File: config.mk
export PLATFORM = sky130hd
export DESIGN_NAME = quadrature_pd_motor_position_drive
export DESIGN_NICKNAME = d
export VERILOG_FILES = /design/src/design/qpd_pkg.sv /design/src/design/qpd_duty_map.sv /design/src/design/quadrature_pd_motor_position_drive.sv
export SDC_FILE = /design/constraint.sdc
export NUM_CORES = 1
export LEC_CHECK = 0
export CAP_MARGIN = 30
export CORE_ASPECT_RATIO = 0.75
export CORE_MARGIN = 4
export CORE_UTILIZATION = 50
export CTS_BUF_LIST = sky130_fd_sc_hd__clkbuf_8
export DETAILED_ROUTE_END_ITERATION = 12
export DONT_BUFFER_PORTS = 1
export MAX_ROUTING_LAYER = met4
export PLACE_DENSITY = 0.62
export REMOVE_ABC_BUFFERS = 1
export SKIP_CTS_REPAIR_TIMING = 1
export SYNTH_ARGS = -nofsm -noshare
export SYNTH_HDL_FRONTEND = slang
export SYNTH_SLANG_ARGS = --single-unit
File: constraint.sdc
create_clock -name aclk -period 6.9 [get_ports aclk]
set_input_delay 0.69 -clock aclk [delete_from_list [all_inputs] [get_ports aclk]]
set_output_delay 0.69 -clock aclk [all_outputs]
set_load 0.01 [all_outputs]
File: src/design/qpd_pkg.sv
`default_nettype none
package qpd_pkg;

    localparam int POS_WIDTH = 32;
    localparam int TGT_W     = 32;
    localparam int OUT_W     = 32;
    localparam int GAIN_W    = 16;
    localparam int CFG_W     = 16;
    localparam int CFG_IDX_W = 2;
    localparam int ERR_W     = ((POS_WIDTH > TGT_W) ? POS_WIDTH : TGT_W) + 1;
    localparam int DER_W     = ERR_W + 1;
    localparam int SUM_W     = DER_W + GAIN_W + 1;
    localparam int FRAC_W    = 10;
    localparam int MAG_W     = SUM_W - FRAC_W;
    localparam int MCNT_W    = $clog2(GAIN_W);
    localparam int DUTY_W    = 8;
    localparam int RNG_W     = 11;
    localparam int NUM_W     = 22;
    localparam int DCNT_W    = $clog2(DUTY_W);

    localparam int DUTY_LOW  = 125;
    localparam int DUTY_HIGH = 1250;
    localparam int DUTY_MAX  = 255;
    localparam int DUTY_MUL  = 2000;
    localparam int DUTY_RND  = 4902;
    localparam int DUTY_DIV  = 9804;

    localparam logic [CFG_IDX_W-1:0] CFG_GAIN_PROP     = 2'd0;
    localparam logic [CFG_IDX_W-1:0] CFG_GAIN_DERIV    = 2'd1;
    localparam logic [CFG_IDX_W-1:0] CFG_FEEDBACK_ONLY = 2'd2;

    localparam logic REQ_EDGE = 1'b0;
    localparam logic REQ_TICK = 1'b1;
    localparam logic CHAN_A   = 1'b0;

    typedef struct packed {
        logic                    req_type;
        logic                    channel;
        logic [1:0]              level;
        logic signed [TGT_W-1:0] target;
    } in_t;

    typedef struct packed {
        logic signed [OUT_W-1:0] position;
        logic                    direction;
        logic [DUTY_W-1:0]       duty;
    } out_t;

    typedef struct packed {
        logic             start;
        logic [MAG_W-1:0] mag;
    } duty_req_t;

    typedef struct packed {
        logic              done;
        logic [DUTY_W-1:0] duty;
    } duty_res_t;

    typedef enum logic [2:0] {
        ST_IDLE,
        ST_ERR,
        ST_MUL_P,
        ST_MUL_D,
        ST_ABS,
        ST_MAP,
        ST_EMIT
    } state_t;

    typedef enum logic [1:0] {
        DS_IDLE,
        DS_RANGE,
        DS_DIV
    } dstate_t;

endpackage
`default_nettype wire

File: src/design/qpd_duty_map.sv
`default_nettype none
module qpd_duty_map (
    input  wire logic                aclk,
    input  wire logic                aresetn,
    input  wire qpd_pkg::duty_req_t  req,
    output qpd_pkg::duty_res_t       res
);

    qpd_pkg::dstate_t                  dstate_reg, dstate_next;
    logic [qpd_pkg::MAG_W-1:0]         mag_reg, mag_next;
    logic [qpd_pkg::NUM_W-1:0]         num_reg, num_next;
    logic [qpd_pkg::NUM_W-1:0]         dvs_reg, dvs_next;
    logic [qpd_pkg::DUTY_W-1:0]        quot_reg, quot_next;
    logic [qpd_pkg::DCNT_W-1:0]        cnt_reg, cnt_next;
    logic                              done_reg, done_next;
    logic [qpd_pkg::DUTY_W-1:0]        duty_reg, duty_next;
    logic                              ge;

    always_ff @(posedge aclk) begin
        if (!aresetn) begin
            dstate_reg <= qpd_pkg::DS_IDLE;
            done_reg   <= 1'b0;
        end else begin
            dstate_reg <= dstate_next;
            done_reg   <= done_next;
        end
        mag_reg  <= mag_next;
        num_reg  <= num_next;
        dvs_reg  <= dvs_next;
        quot_reg <= quot_next;
        cnt_reg  <= cnt_next;
        duty_reg <= duty_next;
    end

    assign ge = (num_reg >= dvs_reg);

    always_comb begin
        dstate_next = dstate_reg;
        mag_next    = mag_reg;
        num_next    = num_reg;
        dvs_next    = dvs_reg;
        quot_next   = quot_reg;
        cnt_next    = cnt_reg;
        done_next   = 1'b0;
        duty_next   = duty_reg;
        case (dstate_reg)
            qpd_pkg::DS_IDLE: begin
                if (req.start) begin
                    mag_next    = req.mag;
                    dstate_next = qpd_pkg::DS_RANGE;
                end
            end
            qpd_pkg::DS_RANGE: begin
                if (mag_reg >= qpd_pkg::MAG_W'(qpd_pkg::DUTY_HIGH)) begin
                    duty_next   = qpd_pkg::DUTY_W'(qpd_pkg::DUTY_MAX);
                    done_next   = 1'b1;
                    dstate_next = qpd_pkg::DS_IDLE;
                end else if (mag_reg < qpd_pkg::MAG_W'(qpd_pkg::DUTY_LOW)) begin
                    duty_next   = '0;
                    done_next   = 1'b1;
                    dstate_next = qpd_pkg::DS_IDLE;
                end else begin
                    num_next    = qpd_pkg::NUM_W'(mag_reg[qpd_pkg::RNG_W-1:0])
                                * qpd_pkg::NUM_W'(qpd_pkg::DUTY_MUL)
                                + qpd_pkg::NUM_W'(qpd_pkg::DUTY_RND);
                    dvs_next    = qpd_pkg::NUM_W'(qpd_pkg::DUTY_DIV)
                                << (qpd_pkg::DUTY_W - 1);
                    quot_next   = '0;
                    cnt_next    = '0;
                    dstate_next = qpd_pkg::DS_DIV;
                end
            end
            qpd_pkg::DS_DIV: begin
                if (ge) begin
                    num_next = num_reg - dvs_reg;
                end
                quot_next = {quot_reg[qpd_pkg::DUTY_W-2:0], ge};
                dvs_next  = dvs_reg >> 1;
                cnt_next  = cnt_reg + 1'b1;
                if (cnt_reg == qpd_pkg::DCNT_W'(qpd_pkg::DUTY_W - 1)) begin
                    duty_next   = {quot_reg[qpd_pkg::DUTY_W-2:0], ge};
                    done_next   = 1'b1;
                    dstate_next = qpd_pkg::DS_IDLE;
                end
            end
            default: begin
                dstate_next = qpd_pkg::DS_IDLE;
            end
        endcase
    end

    assign res.done = done_reg;
    assign res.duty = duty_reg;

endmodule
`default_nettype wire

File: src/design/quadrature_pd_motor_position_drive.sv
// Edge, timeout, feedback-only tick: the beat goes from ST_IDLE through ST_EMIT to the output.
// Control tick: ST_ERR, ST_MUL_P, ST_MUL_D, ST_ABS, ST_MAP, ST_EMIT; the duty map skips its division
// when the duty clamps to 0 or 255. The serial MAC walks 16 gain bits per product and the
// divider retires one quotient bit per cycle. One item in flight; a result waiting in the
// output register stalls the next one. Synchronous active-low reset clears position, levels,
// previous error, drive and gains (gain_prop 5.0); no clearing pass.
`default_nettype none
module quadrature_pd_motor_position_drive (
    input  wire logic                             aclk,
    input  wire logic                             aresetn,
    input  wire logic                             s_valid,
    output      logic                             s_ready,
    input  wire qpd_pkg::in_t                     s_data,
    output      logic                             m_valid,
    input  wire logic                             m_ready,
    output      qpd_pkg::out_t                    m_data,
    input  wire logic                             cfg_valid,
    output      logic                             cfg_ready,
    input  wire logic [qpd_pkg::CFG_IDX_W-1:0]    cfg_index,
    input  wire logic [qpd_pkg::CFG_W-1:0]        cfg_data
);

    qpd_pkg::state_t                         state_reg, state_next;
    logic [qpd_pkg::GAIN_W-1:0]              gp_reg, gp_next;
    logic [qpd_pkg::GAIN_W-1:0]              gd_reg, gd_next;
    logic                                    fb_reg, fb_next;
    logic                                    last_a_reg, last_a_next;
    logic                                    last_b_reg, last_b_next;
    logic signed [qpd_pkg::POS_WIDTH-1:0]    pos_reg, pos_next;
    logic signed [qpd_pkg::ERR_W-1:0]        perr_reg, perr_next;
    logic                                    dir_reg, dir_next;
    logic [qpd_pkg::DUTY_W-1:0]              duty_reg, duty_next;
    logic signed [qpd_pkg::TGT_W-1:0]        tgt_reg, tgt_next;
    logic signed [qpd_pkg::ERR_W-1:0]        err_reg, err_next;
    logic signed [qpd_pkg::SUM_W-1:0]        op_reg, op_next;
    logic signed [qpd_pkg::SUM_W-1:0]        acc_reg, acc_next;
    logic [qpd_pkg::GAIN_W-1:0]              gsh_reg, gsh_next;
    logic [qpd_pkg::MCNT_W-1:0]              cnt_reg, cnt_next;
    logic                                    m_valid_reg, m_valid_next;
    qpd_pkg::out_t                           m_data_reg, m_data_next;

    logic                                    s_fire;
    logic                                    up;
    logic signed [qpd_pkg::ERR_W-1:0]        err_calc;
    logic signed [qpd_pkg::DER_W-1:0]        der_calc;
    logic signed [qpd_pkg::SUM_W-1:0]        acc_add;
    logic [qpd_pkg::SUM_W-1:0]               abs_val;
    logic signed [63:0]                      pos_ext;
    qpd_pkg::duty_req_t                      duty_req;
    qpd_pkg::duty_res_t                      duty_res;

    qpd_duty_map u_duty (
        .aclk    (aclk),
        .aresetn (aresetn),
        .req     (duty_req),
        .res     (duty_res)
    );

    always_ff @(posedge aclk) begin
        if (!aresetn) begin
            state_reg   <= qpd_pkg::ST_IDLE;
            gp_reg      <= qpd_pkg::GAIN_W'(5120);
            gd_reg      <= '0;
            fb_reg      <= 1'b0;
            last_a_reg  <= 1'b0;
            last_b_reg  <= 1'b0;
            pos_reg     <= '0;
            perr_reg    <= '0;
            dir_reg     <= 1'b0;
            duty_reg    <= '0;
            m_valid_reg <= 1'b0;
        end else begin
            state_reg   <= state_next;
            gp_reg      <= gp_next;
            gd_reg      <= gd_next;
            fb_reg      <= fb_next;
            last_a_reg  <= last_a_next;
            last_b_reg  <= last_b_next;
            pos_reg     <= pos_next;
            perr_reg    <= perr_next;
            dir_reg     <= dir_next;
            duty_reg    <= duty_next;
            m_valid_reg <= m_valid_next;
        end
        tgt_reg    <= tgt_next;
        err_reg    <= err_next;
        op_reg     <= op_next;
        acc_reg    <= acc_next;
        gsh_reg    <= gsh_next;
        cnt_reg    <= cnt_next;
        m_data_reg <= m_data_next;
    end

    assign s_ready   = (state_reg == qpd_pkg::ST_IDLE);
    assign s_fire    = s_valid && s_ready;
    assign cfg_ready = 1'b1;
    assign m_valid   = m_valid_reg;
    assign m_data    = m_data_reg;

    assign up       = (s_data.channel == qpd_pkg::CHAN_A) ? (s_data.level[0] != last_b_reg)
                                                          : (s_data.level[0] == last_a_reg);
    assign err_calc = qpd_pkg::ERR_W'(tgt_reg) - qpd_pkg::ERR_W'(pos_reg);
    assign der_calc = qpd_pkg::DER_W'(err_reg) - qpd_pkg::DER_W'(perr_reg);
    assign acc_add  = acc_reg + (gsh_reg[0] ? op_reg : '0);
    assign abs_val  = acc_reg[qpd_pkg::SUM_W-1] ? qpd_pkg::SUM_W'(-acc_reg)
                                                : qpd_pkg::SUM_W'(acc_reg);
    assign pos_ext  = 64'(pos_reg);

    assign duty_req.start = (state_reg == qpd_pkg::ST_ABS);
    assign duty_req.mag   = abs_val[qpd_pkg::SUM_W-1:qpd_pkg::FRAC_W];

    always_comb begin
        gp_next = gp_reg;
        gd_next = gd_reg;
        fb_next = fb_reg;
        if (cfg_valid && cfg_ready) begin
            case (cfg_index)
                qpd_pkg::CFG_GAIN_PROP:     gp_next = cfg_data;
                qpd_pkg::CFG_GAIN_DERIV:    gd_next = cfg_data;
                qpd_pkg::CFG_FEEDBACK_ONLY: fb_next = cfg_data[0];
                default: begin
                end
            endcase
        end
    end

    always_comb begin
        state_next   = state_reg;
        last_a_next  = last_a_reg;
        last_b_next  = last_b_reg;
        pos_next     = pos_reg;
        perr_next    = perr_reg;
        dir_next     = dir_reg;
        duty_next    = duty_reg;
        tgt_next     = tgt_reg;
        err_next     = err_reg;
        op_next      = op_reg;
        acc_next     = acc_reg;
        gsh_next     = gsh_reg;
        cnt_next     = cnt_reg;
        m_valid_next = m_valid_reg && !m_ready;
        m_data_next  = m_data_reg;
        case (state_reg)
            qpd_pkg::ST_IDLE: begin
                if (s_fire) begin
                    tgt_next   = s_data.target;
                    state_next = qpd_pkg::ST_EMIT;
                    if (s_data.req_type == qpd_pkg::REQ_EDGE) begin
                        if (!s_data.level[1]) begin
                            if (s_data.channel == qpd_pkg::CHAN_A) begin
                                last_a_next = s_data.level[0];
                            end else begin
                                last_b_next = s_data.level[0];
                            end
                            pos_next = up ? pos_reg + 1'b1 : pos_reg - 1'b1;
                        end
                    end else if (!fb_reg) begin
                        state_next = qpd_pkg::ST_ERR;
                    end
                end
            end
            qpd_pkg::ST_ERR: begin
                err_next   = err_calc;
                op_next    = qpd_pkg::SUM_W'(err_calc);
                gsh_next   = gp_reg;
                acc_next   = '0;
                cnt_next   = '0;
                state_next = qpd_pkg::ST_MUL_P;
            end
            qpd_pkg::ST_MUL_P: begin
                acc_next = acc_add;
                op_next  = op_reg <<< 1;
                gsh_next = gsh_reg >> 1;
                cnt_next = cnt_reg + 1'b1;
                if (cnt_reg == qpd_pkg::MCNT_W'(qpd_pkg::GAIN_W - 1)) begin
                    op_next    = qpd_pkg::SUM_W'(der_calc);
                    gsh_next   = gd_reg;
                    cnt_next   = '0;
                    state_next = qpd_pkg::ST_MUL_D;
                end
            end
            qpd_pkg::ST_MUL_D: begin
                acc_next = acc_add;
                op_next  = op_reg <<< 1;
                gsh_next = gsh_reg >> 1;
                cnt_next = cnt_reg + 1'b1;
                if (cnt_reg == qpd_pkg::MCNT_W'(qpd_pkg::GAIN_W - 1)) begin
                    state_next = qpd_pkg::ST_ABS;
                end
            end
            qpd_pkg::ST_ABS: begin
                perr_next  = err_reg;
                dir_next   = !acc_reg[qpd_pkg::SUM_W-1] && (acc_reg != '0);
                state_next = qpd_pkg::ST_MAP;
            end
            qpd_pkg::ST_MAP: begin
                if (duty_res.done) begin
                    duty_next  = duty_res.duty;
                    state_next = qpd_pkg::ST_EMIT;
                end
            end
            qpd_pkg::ST_EMIT: begin
                if (!m_valid_reg || m_ready) begin
                    m_valid_next          = 1'b1;
                    m_data_next.position  = pos_ext[qpd_pkg::OUT_W-1:0];
                    m_data_next.direction = dir_reg;
                    m_data_next.duty      = duty_reg;
                    state_next            = qpd_pkg::ST_IDLE;
                end
            end
            default: begin
                state_next = qpd_pkg::ST_IDLE;
            end
        endcase
    end

    a_level_a_kept: assert property (@(posedge aclk) disable iff (!aresetn)
        (s_fire && s_data.req_type == qpd_pkg::REQ_EDGE && !s_data.level[1]
         && s_data.channel == qpd_pkg::CHAN_A)
        |=> last_a_reg == $past(s_data.level[0]))
        else $error("channel A level not recorded");

    a_pos_only_on_edge: assert property (@(posedge aclk) disable iff (!aresetn)
        !s_fire |=> $stable(pos_reg))
        else $error("position moved without an edge beat");

    a_duty_done_in_map: assert property (@(posedge aclk) disable iff (!aresetn)
        duty_res.done |-> state_reg == qpd_pkg::ST_MAP)
        else $error("duty result outside mapping phase");

    a_emit_loads_output: assert property (@(posedge aclk) disable iff (!aresetn)
        (state_reg == qpd_pkg::ST_EMIT && (!m_valid_reg || m_ready))
        |=> m_valid_reg && state_reg == qpd_pkg::ST_IDLE)
        else $error("result not presented after completion");

endmodule
`default_nettype wire

==> run_results.csv, run 1 <==
group,metric,value,unit
clock_tree,cts_tree,"yes",
drt,top_layer_used,"met4",
synth,synth-async-reset-ratio,0,%
clock_tree,cts_buffers,76,
synth,synth.distinct_cells,78,
worst_setup_path,slowest_delay,0.55,ns
placed_design,post-dp-hpwl,48590,um
placed_design,portBuffers,0,
synth,ys.warnings.count,0,
clock_tree,cts_max_level,3,
grt,overflow,0,
sta,slew_viol_final,0,
worst_setup_path,required,7.26,ns
final_layout,final_nets,3334,
synth,synth_top_family_by_area,"simple AND/OR/NAND/NOR gates",
sta,final.setup_skew,0.04005,ns
clock_tree,clk_pin_slew_worst_paths,0.07,ns
drt,vias,21390,
synth,synth_compound_area_share,15.92,%
grt,grt_pass1_vias,21140,
drt,viasPerCell,5.619,
worst_setup_path,worstPathArrival,5.93,ns
drt,wl_met1,32580,um
clock_tree,clock_latency,0.66,ns
final_layout,final_util,54.72,%
synth,yosys-top-cells-area,"edfxtp_1 (35%), ha_1 (10%), dfxtp_1 (8.2%)",
flow_run,maxCapViolCount,0,
synth,synth-edff-count,330,
clock_tree,root_buffer,"clkbuf_8",
drt,wl_met2,29490,um
sta,relSlewSlack,37.03,%
floorplan,dieHeight,213.9,um
grt,grt_max_degree,65,
synth,avgSynthCellArea,9.356,sq um
worst_setup_path,start_kind,"flop",
outcome,status,"finished, final reports clean",
synth,yosysMostFrequentCell,"nand2_1",
worst_setup_path,crit_chain,"inv_1, fa_1, inv_1, fa_1, inv_1, fa_1, fa_1, inv_1, ha_1, o21ai_0, nor2_1, o21ai_0, nor2b_1, xor2_1, a21oi_1, nor3b_1, nand3_1, xor2_1, mux2i_1",
final_layout,drive_gt1_share,5.829,%
synth,synthSimpleGateAreaFrac,17.09,%
drt,dr.pass1.iters,5,
worst_setup_path,crit_buf_inv,4,
synth,syn_inst,3021,
grt,grt_pass1_wl,109400,um
grt,grtUsageTotal,22.75,%
sta,fin_crit,5.565,ns
sta,setup_viol,0,
synth,yosys.area_share.adder,12.81,%
synth,yosys-top-cells-count,"nand2_1 (445), edfxtp_1 (330), a21oi_1 (289), ha_1 (227), nor2_1 (223)",
floorplan,start_util,50.54,%
worst_setup_path,crit_path_top_delay_cell,"fa_1",
floorplan,row_count,75,
worst_setup_path,cp_top_family,"adder cells",
synth,ys_seq_elements,446,
clock_tree,cts_max_path_buffers,3,
sta,worst_slew_pin_slew,0.9208,ns
worst_setup_path,critPathKind,"flop to flop",
drt,wl_met3,3208,um
synth,yosys.area_share.xor_xnor,6.135,%
drt,route.detailed.drc,0,
sta,hold_violations,0,
floorplan,core-area,55930,sq um
synth,synthMuxAreaShare,0.4781,%
sta,post-route-period-util,80.65,%
synth,synthesis.area,28270,sq um
floorplan,io_pins,103,
sta,rsz0062_at_grt,"no",
synth,synth_top_area_cell,"edfxtp_1",
final_layout,syn2layout_area_growth,8.278,%
floorplan,die_w,282.5,um
clock_tree,numClockSinks,446,
drt,wl_per_cell,17.62,um
grt,antenna_found_initial,4,
floorplan,die_area,60440,sq um
worst_setup_path,worstPathMaxFanout,7,
drt,drt.antenna.violating_nets,0,
placed_design,gp_congestion,0.9287,
synth,synth_seq_area_share,43.27,%
sta,finalSetupTns,0,ns
drt,first_iter_violations,1509,
worst_setup_path,worstSetupEndpointType,"flop",
synth,yosysTopAreaCellShare,35.06,%
min_path,hp-class,"primary input to flop",
drt,wirelength,67060,um
sta,fmax,179.7,MHz
synth,synth_ff_type,"edfxtp_1",
[worst reg2reg max path: stages (launching register included)]
cell	delay, ns
edfxtp_1	0.50
inv_1	0.19
fa_1	0.55
inv_1	0.07
fa_1	0.50
inv_1	0.06
fa_1	0.48
fa_1	0.51
inv_1	0.04
ha_1	0.32
o21ai_0	0.09
nor2_1	0.25
o21ai_0	0.18
nor2b_1	0.17
xor2_1	0.19
a21oi_1	0.24
nor3b_1	0.45
nand3_1	0.17
xor2_1	0.21
mux2i_1	0.11
[per-layer routing]
layer  vias to the layer above  global-route usage (%)
met5                         -                       -
met4                         0                   7.237
met3                       109                   3.639
met2                       494                   34.13
met1                     10090                   31.81
li1                      10690                       -
[placed cells by master, fill, tap and decap left out, types with 32 or more instances in the layout]
cell	netlist	routed
nand2_1	445	445
edfxtp_1	330	330
a21oi_1	289	288
inv_1	204	232
ha_1	227	227
nor2_1	223	221
xnor2_1	132	132
o21ai_0	126	126
dfxtp_1	116	116
clkbuf_8	0	91
a21o_1	78	78
and2_1	71	71
xor2_1	66	66
nand3_1	60	60
a31oi_1	49	49
nor3_1	45	43
fa_1	39	39
o21a_1	34	34
nor2b_1	34	32
[logic make-up (layout without fill, tap and decap cells)]
logic type | Yosys count | count (layout)
mux | 13 | 13
buf+inv | 321 | 371
simple gates | 1045 | 1045
flops | 446 | 446
fa+ha+maj | 266 | 266
compound gates | 731 | 731
xor+xnor | 198 | 198
other cells | 1 | 5
[final timing paths]
kind	from	to	slack [ns]	depth (start not counted)
hold reg to reg	duty_reg[0]	m_data[0]	0.42	0
setup reg to reg	u_duty.mag_reg[1]	u_duty.num_reg[18]	1.34	19
setup / recovery	u_duty.mag_reg[1]	u_duty.num_reg[18]	1.34	19
hold / removal	aresetn	gp_reg[10]	0.11	1
[cell type report]
cell class / instances / area (sq um)
antenna: 4 / 10.01
fill: 5079 / 25320
sequential: 446 / 12230
clock inverter: 49 / 314.1
multi-input combinational: 2254 / 14870
timing repair buffer: 26 / 245.2
inverter: 205 / 770.7
tap: 731 / 914.6
clock buffer: 91 / 1252
[per-stage QoR]
step	cells	cell area [sq um]	setup slack, ns	hold slack, ns
2_1_floorplan	2905	27830	0.5361	0.4081
3_3_place_gp	3658	28950	1.472	0.4113
3_5_place_dp	3660	28980	1.375	0.4170
4_1_cts	3800	30550	1.327	0.03738
5_1_grt	3806	30610	0.9904	0.06078
6_report	3806	30610	1.335	0.1082
Power of run 1 is not shown: default switching activity piles up to over one toggle a cycle in this logic, so the estimate is an artifact.
==> run 2: changes to the inputs <==
Clock period 6.9 ns to 5.49 ns, I/O delays scaled along.
==> run 2 against run 1 <==
Compared with the run above:
- first-iteration DRC count is 9.7% higher
- worst setup slack worse by 1.0 ns
- via count is 0.94% higher
- non-clock buffer count is 48 higher
- critical path depth stayed put
==> run_results.csv, run 2 (same netlist as run 1, synthesis figures left out) <==
group,metric,value,unit
grt,antenna_found_initial,2,
sta,fin_crit,5.170,ns
sta,slew_viol_final,0,
clock_tree,cts_tree,"yes",
clock_tree,root_buffer,"clkbuf_8",
clock_tree,cts_buffers,76,
drt,wirelength,66820,um
sta,hold_violations,0,
min_path,hold_depth,2,
floorplan,core-area,55930,sq um
placed_design,portBuffers,0,
min_path,hp-class,"primary input to flop",
sta,post-route-period-util,94.18,%
drt,top_layer_used,"met4",
worst_setup_path,required,5.86,ns
final_layout,layout_commonest_cell,"nand2_1",
sta,final.setup_skew,0.02319,ns
placed_design,post-dp-hpwl,48350,um
drt,drt.antenna.violating_nets,0,
floorplan,die_w,282.5,um
grt,grt_max_degree,123,
grt,grtUsageTotal,22.67,%
grt,overflow,0,
drt,dr.pass1.iters,5,
clock_tree,cts_max_level,3,
min_path,worstHoldStart,"cfg_data[8]",
final_layout,finalNonFillerCells,3850,
worst_setup_path,worstPathArrival,5.54,ns
clock_tree,clock_latency,0.65,ns
sta,setup_viol,0,
sta,fmax,193.4,MHz
grt,grt_pass1_wl,109100,um
drt,viasPerCell,5.607,
sta,relSlewSlack,38.94,%
min_path,min_to,"gd_reg[8]",
final_layout,drive_gt1_share,6.446,%
outcome,status,"finished, final reports clean",
placed_design,place_ws,0.1806,ns
floorplan,start_util,50.54,%
drt,wl_met2,29380,um
final_layout,syn2layout_area_growth,9.831,%
floorplan,die_area,60440,sq um
worst_setup_path,start_kind,"flop",
drt,vias,21590,
worst_setup_path,r2r_cells,19,
floorplan,row_count,75,
drt,route.detailed.drc,0,
floorplan,dieHeight,213.9,um
placed_design,dp_cells,3673,
sta,finalSetupTns,0,ns
drt,wl_met3,3120,um
clock_tree,numClockSinks,446,
worst_setup_path,rrSetupSlack,0.32,ns
placed_design,gp_congestion,0.9046,
final_layout,final_util,55.51,%
worst_setup_path,worstPathMaxFanout,4,
clock_tree,clk_pin_slew_worst_paths,0.07,ns
floorplan,io_pins,103,
sta,setup_slack,0.3196,ns
worst_setup_path,r2r-start,"u_duty.mag_reg[0]",
final_layout,mostFrequentLayoutCells,"nand2_1 (445), edfxtp_1 (330), a21oi_1 (287)",
final_layout,final_nets,3382,
flow_run,maxCapViolCount,0,
drt,wl_per_cell,17.36,um
clock_tree,cts_max_path_buffers,3,
drt,wl_met1,32870,um
grt,grt_pass1_vias,20960,
worst_setup_path,timing.rr.end,"u_duty.num_reg[20]",
sta,worst_slew_pin_slew,0.9139,ns
worst_setup_path,worstSetupEndpointType,"flop",
drt,first_iter_violations,1656,
worst_setup_path,critPathKind,"flop to flop",
-- run 2: worst max path at each step --
stage	startpoint	end	slack, ns	cells after the start
after global routing	u_duty.mag_reg[2]	u_duty.num_reg[21]	-0.007	18
after detailed placement	u_duty.mag_reg[0]	u_duty.num_reg[17]	0.18	19
after global placement	u_duty.mag_reg[5]	u_duty.num_reg[21]	0.25	17
final	u_duty.mag_reg[0]	u_duty.num_reg[20]	0.32	19
after floorplan	state_reg[0]	acc_reg[0]	-0.87	2
after CTS	u_duty.mag_reg[0]	u_duty.num_reg[17]	0.15	19
-- run 2: final cells by class --
class / count / area (sq um)
diodes: 1 / 2.502
repair buffers: 74 / 686.9
well taps: 731 / 914.6
fillers: 5002 / 24880
flip-flops and latches: 446 / 12230
clock inverters: 52 / 329.1
inverters: 205 / 770.7
clock buffers: 87 / 1197
multi-input cells: 2254 / 14910
-- run 2: critical path, stage by stage, from the launching register on --
cell and delay (ns):
edfxtp_1 0.41, inv_1 0.11, fa_1 0.57, inv_1 0.08, fa_1 0.51, inv_1 0.05, fa_1 0.48, fa_1 0.52
inv_1 0.04, ha_1 0.33, o21a_1 0.18, o31a_1 0.13, o41ai_2 0.27, nand2_1 0.15, a21oi_1 0.22, xnor2_1 0.20
and3_1 0.25, nand3_1 0.10, xor2_1 0.19, mux2i_1 0.10
-- run 2: through the flow --
step                      area (sq um)  hold slack, ns
after CTS                        30620        -0.09160
after detailed placement         29090          0.4156
after global routing             31040       0.0007080
final                            31040         0.03156
after global placement           29050          0.4121
after floorplan                  27830          0.4081
-- run 2: metal layers --
layer  GRT usage [%]  up-vias
li1                -    10780
met1           32.38    10150
met2           34.00      541
met3           3.443      118
met4           5.833        0
met5               -        -
Power of run 2 is left out for the same reason.
==> run 3: changes to the inputs <==
--- a/config.mk
+++ b/config.mk
@@ -13,5 +13,4 @@
 export DETAILED_ROUTE_END_ITERATION = 12
 export DONT_BUFFER_PORTS = 1
-export MAX_ROUTING_LAYER = met4
 export PLACE_DENSITY = 0.62
 export REMOVE_ABC_BUFFERS = 1
==> constraint.sdc (replaced) <==
create_clock -name aclk -period 5.49 [get_ports aclk]
set_input_delay 0.549 -clock aclk [delete_from_list [all_inputs] [get_ports aclk]]
set_output_delay 0.549 -clock aclk [all_outputs]
set_load 0.005 [all_outputs]
==> run 3 against run 2 <==
Compared with the run above:
- die area stayed put
- cell area is 0.98% higher
- wire length is 0.52% lower
- maximum frequency is 0.65% lower
- sequential cell count stayed put
- non-clock buffer count is 21 higher
- final cell count is 0.68% higher
- critical path depth stayed put
- register-to-register slack worse by 0.03 ns
- worst setup slack worse by 0.034 ns
- core utilization is 0.54 points higher
- critical endpoint is now u_duty.num_reg[17]
==> run_results.csv, run 3 (same netlist as run 1, synthesis figures left out) <==
group,metric,value,unit
outcome,status,"finished, final reports clean",
clock_tree,root_buffer,"clkbuf_8",
floorplan,dieHeight,213.9,um
final_layout,fin_area,31350,sq um
sta,final.setup_skew,0.03756,ns
final_layout,syn2layout_area_growth,10.90,%
clock_tree,cts_max_path_buffers,3,
floorplan,die_w,282.5,um
worst_setup_path,required,5.88,ns
final_layout,drive_gt1_share,6.870,%
worst_setup_path,worstPathArrival,5.59,ns
final_layout,finalNonFillerCells,3876,
sta,relSlewSlack,29.09,%
clock_tree,numClockSinks,446,
worst_setup_path,crit_path_top_delay_cell,"fa_1",
sta,holdWs,0.02644,ns
sta,worst_slew_pin_slew,1.037,ns
sta,fin_crit,5.204,ns
sta,setup_viol,0,
placed_design,portBuffers,0,
worst_setup_path,timing.rr.end,"u_duty.num_reg[17]",
floorplan,start_util,50.54,%
drt,route.detailed.drc,0,
grt,grt_pass1_wl,107000,um
clock_tree,cts_buffers,77,
worst_setup_path,worstSetupEndpointType,"flop",
clock_tree,cts_max_level,3,
sta,fmax,192.1,MHz
worst_setup_path,critPathKind,"flop to flop",
placed_design,post-dp-hpwl,47640,um
worst_setup_path,r2r_cells,19,
min_path,hp-class,"primary input to flop",
grt,antenna_found_initial,3,
drt,wl_per_cell,17.15,um
final_layout,layout_commonest_cell,"nand2_1",
flow_run,maxCapViolCount,0,
placed_design,dp_cells,3672,
min_path,hold_depth,2,
clock_tree,clock_latency,0.68,ns
worst_setup_path,r2r-start,"u_duty.mag_reg[0]",
clock_tree,clk_pin_slew_worst_paths,0.06,ns
min_path,worstHoldStart,"aresetn",
final_layout,mostFrequentLayoutCells,"nand2_1 (445), edfxtp_1 (330), a21oi_1 (286)",
worst_setup_path,start_kind,"flop",
clock_tree,cts_tree,"yes",
placed_design,post_dp_cell_area,29090,sq um
worst_setup_path,worstPathMaxFanout,5,
sta,rsz0062_at_grt,"yes",
worst_setup_path,rrSetupSlack,0.29,ns
floorplan,die_area,60440,sq um
drt,dr.pass1.iters,6,
sta,slew_viol_final,0,
grt,overflow,0,
drt,wirelength,66470,um
drt,first_iter_violations,1495,
final_layout,final_nets,3404,
floorplan,core-area,55930,sq um
drt,viasPerCell,5.592,
sta,hold_violations,0,
drt,drt.antenna.violating_nets,0,
drt,vias,21670,
sta,post-route-period-util,94.80,%
placed_design,gp_congestion,0.8829,
worst_setup_path,crit_buf_inv,4,
grt,grtUsageTotal,21.49,%
min_path,min_to,"pos_reg[27]",
worst_setup_path,slowest_delay,0.58,ns
floorplan,io_pins,103,
grt,grt_pass1_vias,21000,
worst_setup_path,cp_top_family,"adder cells",
grt,grt_max_degree,56,
floorplan,row_count,75,
worst_setup_path,crit_chain,"inv_1, fa_1, inv_1, fa_1, inv_1, fa_1, fa_1, inv_1, ha_1, o21a_1, o31a_1, o21ai_0, nand2b_1, xnor2_1, a211oi_2, nor2b_4, nand2_1, xnor2_1, mux2_2",
## run 3: cell count changes in the layout (fill, tap and decap cells not counted), sizes merged
cell,previous run,this run
inv,231,234
dlygate4sd3,35,52
buf,38,43
clkdlybuf4s18,1,0
clkinv,20,17
bufinv,4,5
clkinvlp,2,6
## run 3: area by class of cell
class                           count  area (sq um)
Fill cell                        4921         24580
Multi-Input combinational cell   2254         14940
Sequential cell                   446         12230
Clock buffer                       87          1197
Tap cell                          731         914.6
Timing Repair Buffer               95         888.4
Inverter                          205         773.2
Clock inverter                     57         404.1
Antenna cell                        1         2.502
## run 3: worst max path at each step
stage / startpoint / to / slack, ns / cells after the start
floorplan: state_reg[0] / acc_reg[0] / -0.87 / 2
global placement: u_duty.mag_reg[0] / u_duty.num_reg[17] / 0.23 / 19
detailed placement: u_duty.mag_reg[5] / u_duty.num_reg[21] / 0.20 / 17
CTS: u_duty.mag_reg[0] / u_duty.num_reg[17] / 0.15 / 19
global route: u_duty.mag_reg[0] / u_duty.num_reg[18] / -0.05 / 20
finish: u_duty.mag_reg[0] / u_duty.num_reg[17] / 0.29 / 19
## run 3: through the flow
stage / setup WS, ns / util (%) / TNS (ns)
4_1_cts: 0.1474 / 54.87 / 0
5_1_grt: -0.05114 / 56.05 / -0.1351
6_report: 0.2856 / 56.05 / 0
3_3_place_gp: 0.2301 / 51.92 / 0
2_1_floorplan: -0.8739 / - / -106.62
3_5_place_dp: 0.1954 / 52.01 / 0
## run 3: routing by layer
layer  vias to the layer above  track usage, %  part of all wire [%]
li1                      10830               -                     -
met1                     10210           30.56                    48
met2                       518           33.63                    44
met3                       117           4.282                   5.2
met4                         2           5.967                   2.8
met5                         -               0                 0.020
Power of run 3 is left out for the same reason.
